===== config.mk =====
export PLATFORM = sky130hd
export DESIGN_NAME = kbs_ram
export DESIGN_NICKNAME = d
export VERILOG_FILES = /design/src/keyed_blob_store_with_compaction_macros.svh /design/src/kbs_ram.sv
export SDC_FILE = /design/constraint.sdc
export NUM_CORES = 1
export LEC_CHECK = 0
export BUFFER_PORTS_ARGS = -buffer_cell sky130_fd_sc_hd__buf_2
export CAP_MARGIN = 20
export CORE_ASPECT_RATIO = 0.9
export CORE_UTILIZATION = 50
export DETAILED_ROUTE_END_ITERATION = 6
export GPL_ROUTABILITY_DRIVEN = 0
export GPL_TIMING_DRIVEN = 1
export PLACE_DENSITY = 0.66
export REMOVE_ABC_BUFFERS = 1
export SYNTH_ARGS = -nofsm -noshare
export SYNTH_HDL_FRONTEND = slang
export SYNTH_SLANG_ARGS = --single-unit

===== constraint.sdc =====
create_clock -name clk -period 4.58 [get_ports clk]
set_input_delay 0.229 -clock clk [delete_from_list [all_inputs] [get_ports clk]]
set_output_delay 0.229 -clock clk [all_outputs]
set_load 0.05 [all_outputs]

===== src/keyed_blob_store_with_compaction_macros.svh =====
// Assertion macros shared by the keyed blob store RTL.
// Each macro expects clk and rst_n in scope of the using module.
`ifndef KEYED_BLOB_STORE_WITH_COMPACTION_MACROS_SVH
`define KEYED_BLOB_STORE_WITH_COMPACTION_MACROS_SVH

// Condition holds at every edge out of reset.
`define KBS_ASSERT_ALWAYS(label, cond, msg) \
    label: assert property (@(posedge clk) disable iff (!rst_n) (cond)) else $error(msg);

// Consequence holds in the same cycle as the antecedent.
`define KBS_ASSERT_IMPL(label, ante, cons, msg) \
    label: assert property (@(posedge clk) disable iff (!rst_n) (ante) |-> (cons)) \
        else $error(msg);

// Consequence holds in the cycle after the antecedent.
`define KBS_ASSERT_NEXT(label, ante, cons, msg) \
    label: assert property (@(posedge clk) disable iff (!rst_n) (ante) |=> (cons)) \
        else $error(msg);

`endif


===== src/kbs_ram.sv =====
// Single-port-write, single-port-read synchronous RAM with registered read data.
// Used for both the slot table and the byte store; no package dependencies.
`timescale 1ns / 1ps

module kbs_ram #(
    parameter int DEPTH  = 64,
    parameter int ADDR_W = 6,
    parameter int DATA_W = 8
) (
    input  logic              clk,
    input  logic              we,
    input  logic [ADDR_W-1:0] wr_addr,
    input  logic [DATA_W-1:0] wr_data,
    input  logic [ADDR_W-1:0] rd_addr,
    output logic [DATA_W-1:0] rd_data
);

    logic [DATA_W-1:0] mem [DEPTH];
    logic [DATA_W-1:0] rd_data_reg;

    always_ff @(posedge clk)
    begin
        if (we)
        begin
            mem[wr_addr] <= wr_data;
        end
        rd_data_reg <= mem[rd_addr];
    end

    assign rd_data = rd_data_reg;

endmodule

---- Word-level counts from Yosys, hierarchy flattened ----
Memory sizes are Yosys's and may differ from the RTL's. A register that Yosys moved wholly into a read port is not among the register bits.
Index checks and enable logic that the tools add are counted.
word-level totals
  register bits ........................... 0
  bits in latches ......................... 0
  memory bits (writable) .................. 512
  memory bits (read-only) ................. 0
  output and inout bits ................... 8
  word-level logic and storage cells ...... 3
  memories kept ........................... 1
memories
  memory  words  width  read ports  clocked after Yosys merged registers in  write ports  line           text
  mem     64     8      1           1                                        1            kbs_ram.sv:18  logic [DATA_W-1:0] mem [DEPTH];
operators by class
  add/sub/neg operators ................... 0
  multipliers ............................. 0
  divide/modulo/power cells ............... 0
  order comparisons ....................... 0
  equal/unequal tests ..................... 0
  shift-type cells ........................ 0
  multiplexer cells ....................... 2
  bitwise logic cells ..................... 0
  reductions and logical operators ........ 0
operators by type and width
  cell     count
  $mux W1  2

---- Longest topological paths before layout ----
  word-level depth ........................ 2
  depth in mapped cells ................... 9

---- Worst setup path before layout ----
Ideal clock, no wire load.
  kind .................................... in2reg
  from .................................... input port rd_addr[1]
  to ...................................... register rd_data_reg[3] (netlist: rd_data[3]) (read register of mem)
  setup time .............................. 0.128 ns
  arrival ................................. 1.769 ns
  required time ........................... 4.452 ns
  setup slack ............................. 2.683 ns
  stages .................................. 7
  buffers on the path ..................... 3
  cells stage by stage .................... buf_4 buf_2 buf_2 mux4_2 mux4_2 o21ai_1 o41ai_1
RTL lines
  what         line           text
  from (decl)  kbs_ram.sv:14  input logic [ADDR_W-1:0] rd_addr,
  to (decl)    kbs_ram.sv:19  logic [DATA_W-1:0] rd_data_reg;

==> impl_metrics.py <==
metrics = {
    "run_status": {
        "status": "complete, no violations",
    },
    "placement": {
        "port-buffer-count": 29,
        "post-place-cells": 1468,
        "dp_hpwl_um": 25800,
    },
    "yosys": {
        "synthFlopType": "edfxtp_1",
        "ys_warn_count": 0,
        "post_synth_num_cell_types": 40,
        "synth_area_mm2": 0.0202,
        "synth_edf_count": 512,
        "synth_cells": 940,
        "ys_ff_latch": 520,
        "ys_async_sr_fraction_pct": 0,
        "synth_seq_area_share_pct": 77.0,
        "avgSynthCellArea_um2": 21.5,
    },
    "timing": {
        "fin_crit_sh_pct": 52.7,
        "max_freq_mhz": 415,
        "period_minus_slack_ps": 2410,
        "setup_viol": 0,
        "relSlewSlack_pct": 28.8,
        "rsz0062_at_grt": "false",
        "tightest_slew_ps": 1060,
        "fin_tns_setup_ps": 0,
        "hold_viol_final": 0,
        "skew_ps": 13.6,
        "final_max_slew_viol_count": 0,
    },
    "setup_path": {
        "crit_chain": "clkbuf_8 -> buf_4 -> mux4_2 -> mux4_2 -> nor2_1 -> o32ai_1",
        "critPathBufInv": 2,
        "slowest_stage": "clkbuf_8",
        "critPathMaxStageDelay_ps": 590,
        "rrSetupSlack_ps": 2430,
        "arrival_ps": 2830,
        "cpMostUsedCell": "mux4_2",
        "endpoint_kind": "flop",
        "critPathTopFamily": "multiplexers",
        "start_kind": "input pin",
        "r2r_cells": 4,
        "cp.required_ps": 5000,
        "crit_type": "in -> reg",
        "crit_fanout": 67,
        "r2r_start": "mem[47][0]",
        "reg2reg_to": "rd_data[0]",
    },
    "cells_and_area": {
        "antenna_cells": 0,
        "final_common_cell": "edfxtp_1",
        "area_growth_pct": 10.6,
        "finalNonFillerCells": 1557,
        "final_layout_size_suffix_gt1_share_pct": 24.6,
        "layout_common_cells": "edfxtp_1 (512), mux4_2 (126), nor2_1 (83), clkbuf_16 (49), buf_2 (26)",
        "nets": 1013,
        "largest_reg_flops": 512,
    },
    "drt": {
        "post-route-drc-count": 0,
        "vias": 9473,
        "vias_per_cell": 6.08,
        "drtPass1Iterations": 5,
        "antenna_left": 0,
        "routed_wl_um": 43400,
        "wire_per_inst_um": 27.8,
        "drt-initial-drc-count": 1259,
    },
    "clocking": {
        "cts_buffers": 49,
        "clkTransAtPathRegs_ps": 60,
        "clock_path_buffers": 3,
        "clk_root_buffer_cell": "clkbuf_16",
        "cts-hold-fix-buffers": 0,
        "cts_sinks": 520,
        "cts_tree": "built",
        "htree_levels": 2,
        "clock_latency_ps": 560,
        "postCtsResizedCells": 0,
        "post_cts_buffers": 0,
    },
    "floorplan": {
        "dieWidth_um": 214,
        "core_area_mm2": 0.0396,
        "pin_count": 30,
        "num_rows": 69,
        "die_h_um": 193,
        "start_util_pct": 50.9,
        "die-area_mm2": 0.0411,
    },
    "flow_run": {
        "maxCapViolCount": 0,
    },
    "global_route": {
        "track_usage_pct": 22.1,
        "grt_pass1_wl_um": 63900,
        "antenna_found_initial": 0,
        "gr-total-overflow": 0,
        "grt_max_degree": 68,
        "grt_pass1_vias": 9546,
    },
    "worst_hold_path": {
        "hold_path_class": "in -> reg",
        "worst_hold_path.num_cells": 1,
        "min-delay-start": "wr_data[4]",
        "min_to": "mem[62][4]",
    },
    "power_and_ir_drop": {
        "power_density_mw_per_mm2": 424,
        "power.leakage_nw": 6.89,
        "vdd_drop_max_mv": 0.265,
    },
}
[power by group]
part	leakage (nW)	internal, mW	switching (mW)
registers	4.67	5.27	0.0190
logic	1.53	0.184	0.327
clock network	0.687	2.02	1.63
[how the worst max path moves through the flow]
stage,from,endpoint,slack [ps],cells past startpoint
global placement,rd_addr[0],rd_data[4],1650,6
finish,rd_addr[0],rd_data[4],2170,6
detailed placement,rd_addr[0],rd_data[4],1620,6
global route,rd_addr[0],rd_data[4],2070,6
floorplan,mem[29][4],rd_data[4],2900,5
CTS,rd_addr[0],rd_data[4],2200,6
[cells in the mapped netlist (7+ instances only)]
library cell  count  share of area, %
edfxtp_1        512                76
mux2_2           13              0.73
nand2_1          19              0.35
o221ai_1          8              0.35
buf_4            13              0.48
nor3_1            7              0.17
o22ai_1           8              0.25
buf_2            11              0.27
nor2_1           83               1.5
nand2b_1          7              0.22
nand3_1          13              0.32
clkbuf_1         17              0.32
nor2b_1          14              0.43
dfxtp_1           8              0.79
mux4_2          126                14
mux2i_1          23               1.1
[stage by stage]
stage                     utilization (%)  total power [mW]  worst slack, ps  instance area, um^2  hold slack [ps]
final                                56.3              9.45             2170                22300             75.4
after floorplan                         -              5.61             2900                19900              328
after global routing                 56.3              9.72             2070                22300             67.1
after global placement               52.5              5.89             1650                20800              696
after CTS                            56.1              9.50             2200                22200              126
after detailed placement             52.5              5.89             1620                20800              702
[worst reg2reg max path, cell delays in order, from the launching register on]
cell       delay [ps]
edfxtp_1          360
mux4_2            480
mux2_2            300
a221oi_1          730
o2bb2ai_1         160
[cells by family (layout without fill, tap and decap cells)]
kind of cell | count (synthesis) | after routing | synth area share [%]
AOI/OAI and AO/OA | 54 | 54 | 2.07
buffers and inverters | 51 | 136 | 1.57
and+or+nand+nor | 153 | 153 | 3.39
DFF | 520 | 520 | 77.0
muxes | 162 | 162 | 15.9
[routing by layer]
metal	track usage, %	vias to the layer above	routed length (um)	part of all wire [%]
li1	-	4022	-	-
met1	32.5	4973	18800	43
met2	33.4	418	20100	46
met3	5.24	60	3470	8.0
met4	6.15	0	1030	2.4
met5	0	-	0	0
[area by class of cell]
class / instances / area [um^2]
Fill cell: 2881 / 17300
Tap cell: 532 / 666
Multi-Input combinational cell: 369 / 4320
Clock buffer: 65 / 1290
Timing Repair Buffer: 51 / 387
Clock inverter: 20 / 120
Sequential cell: 520 / 15500
No activity file was read; power rests on OpenSTA's default activity.
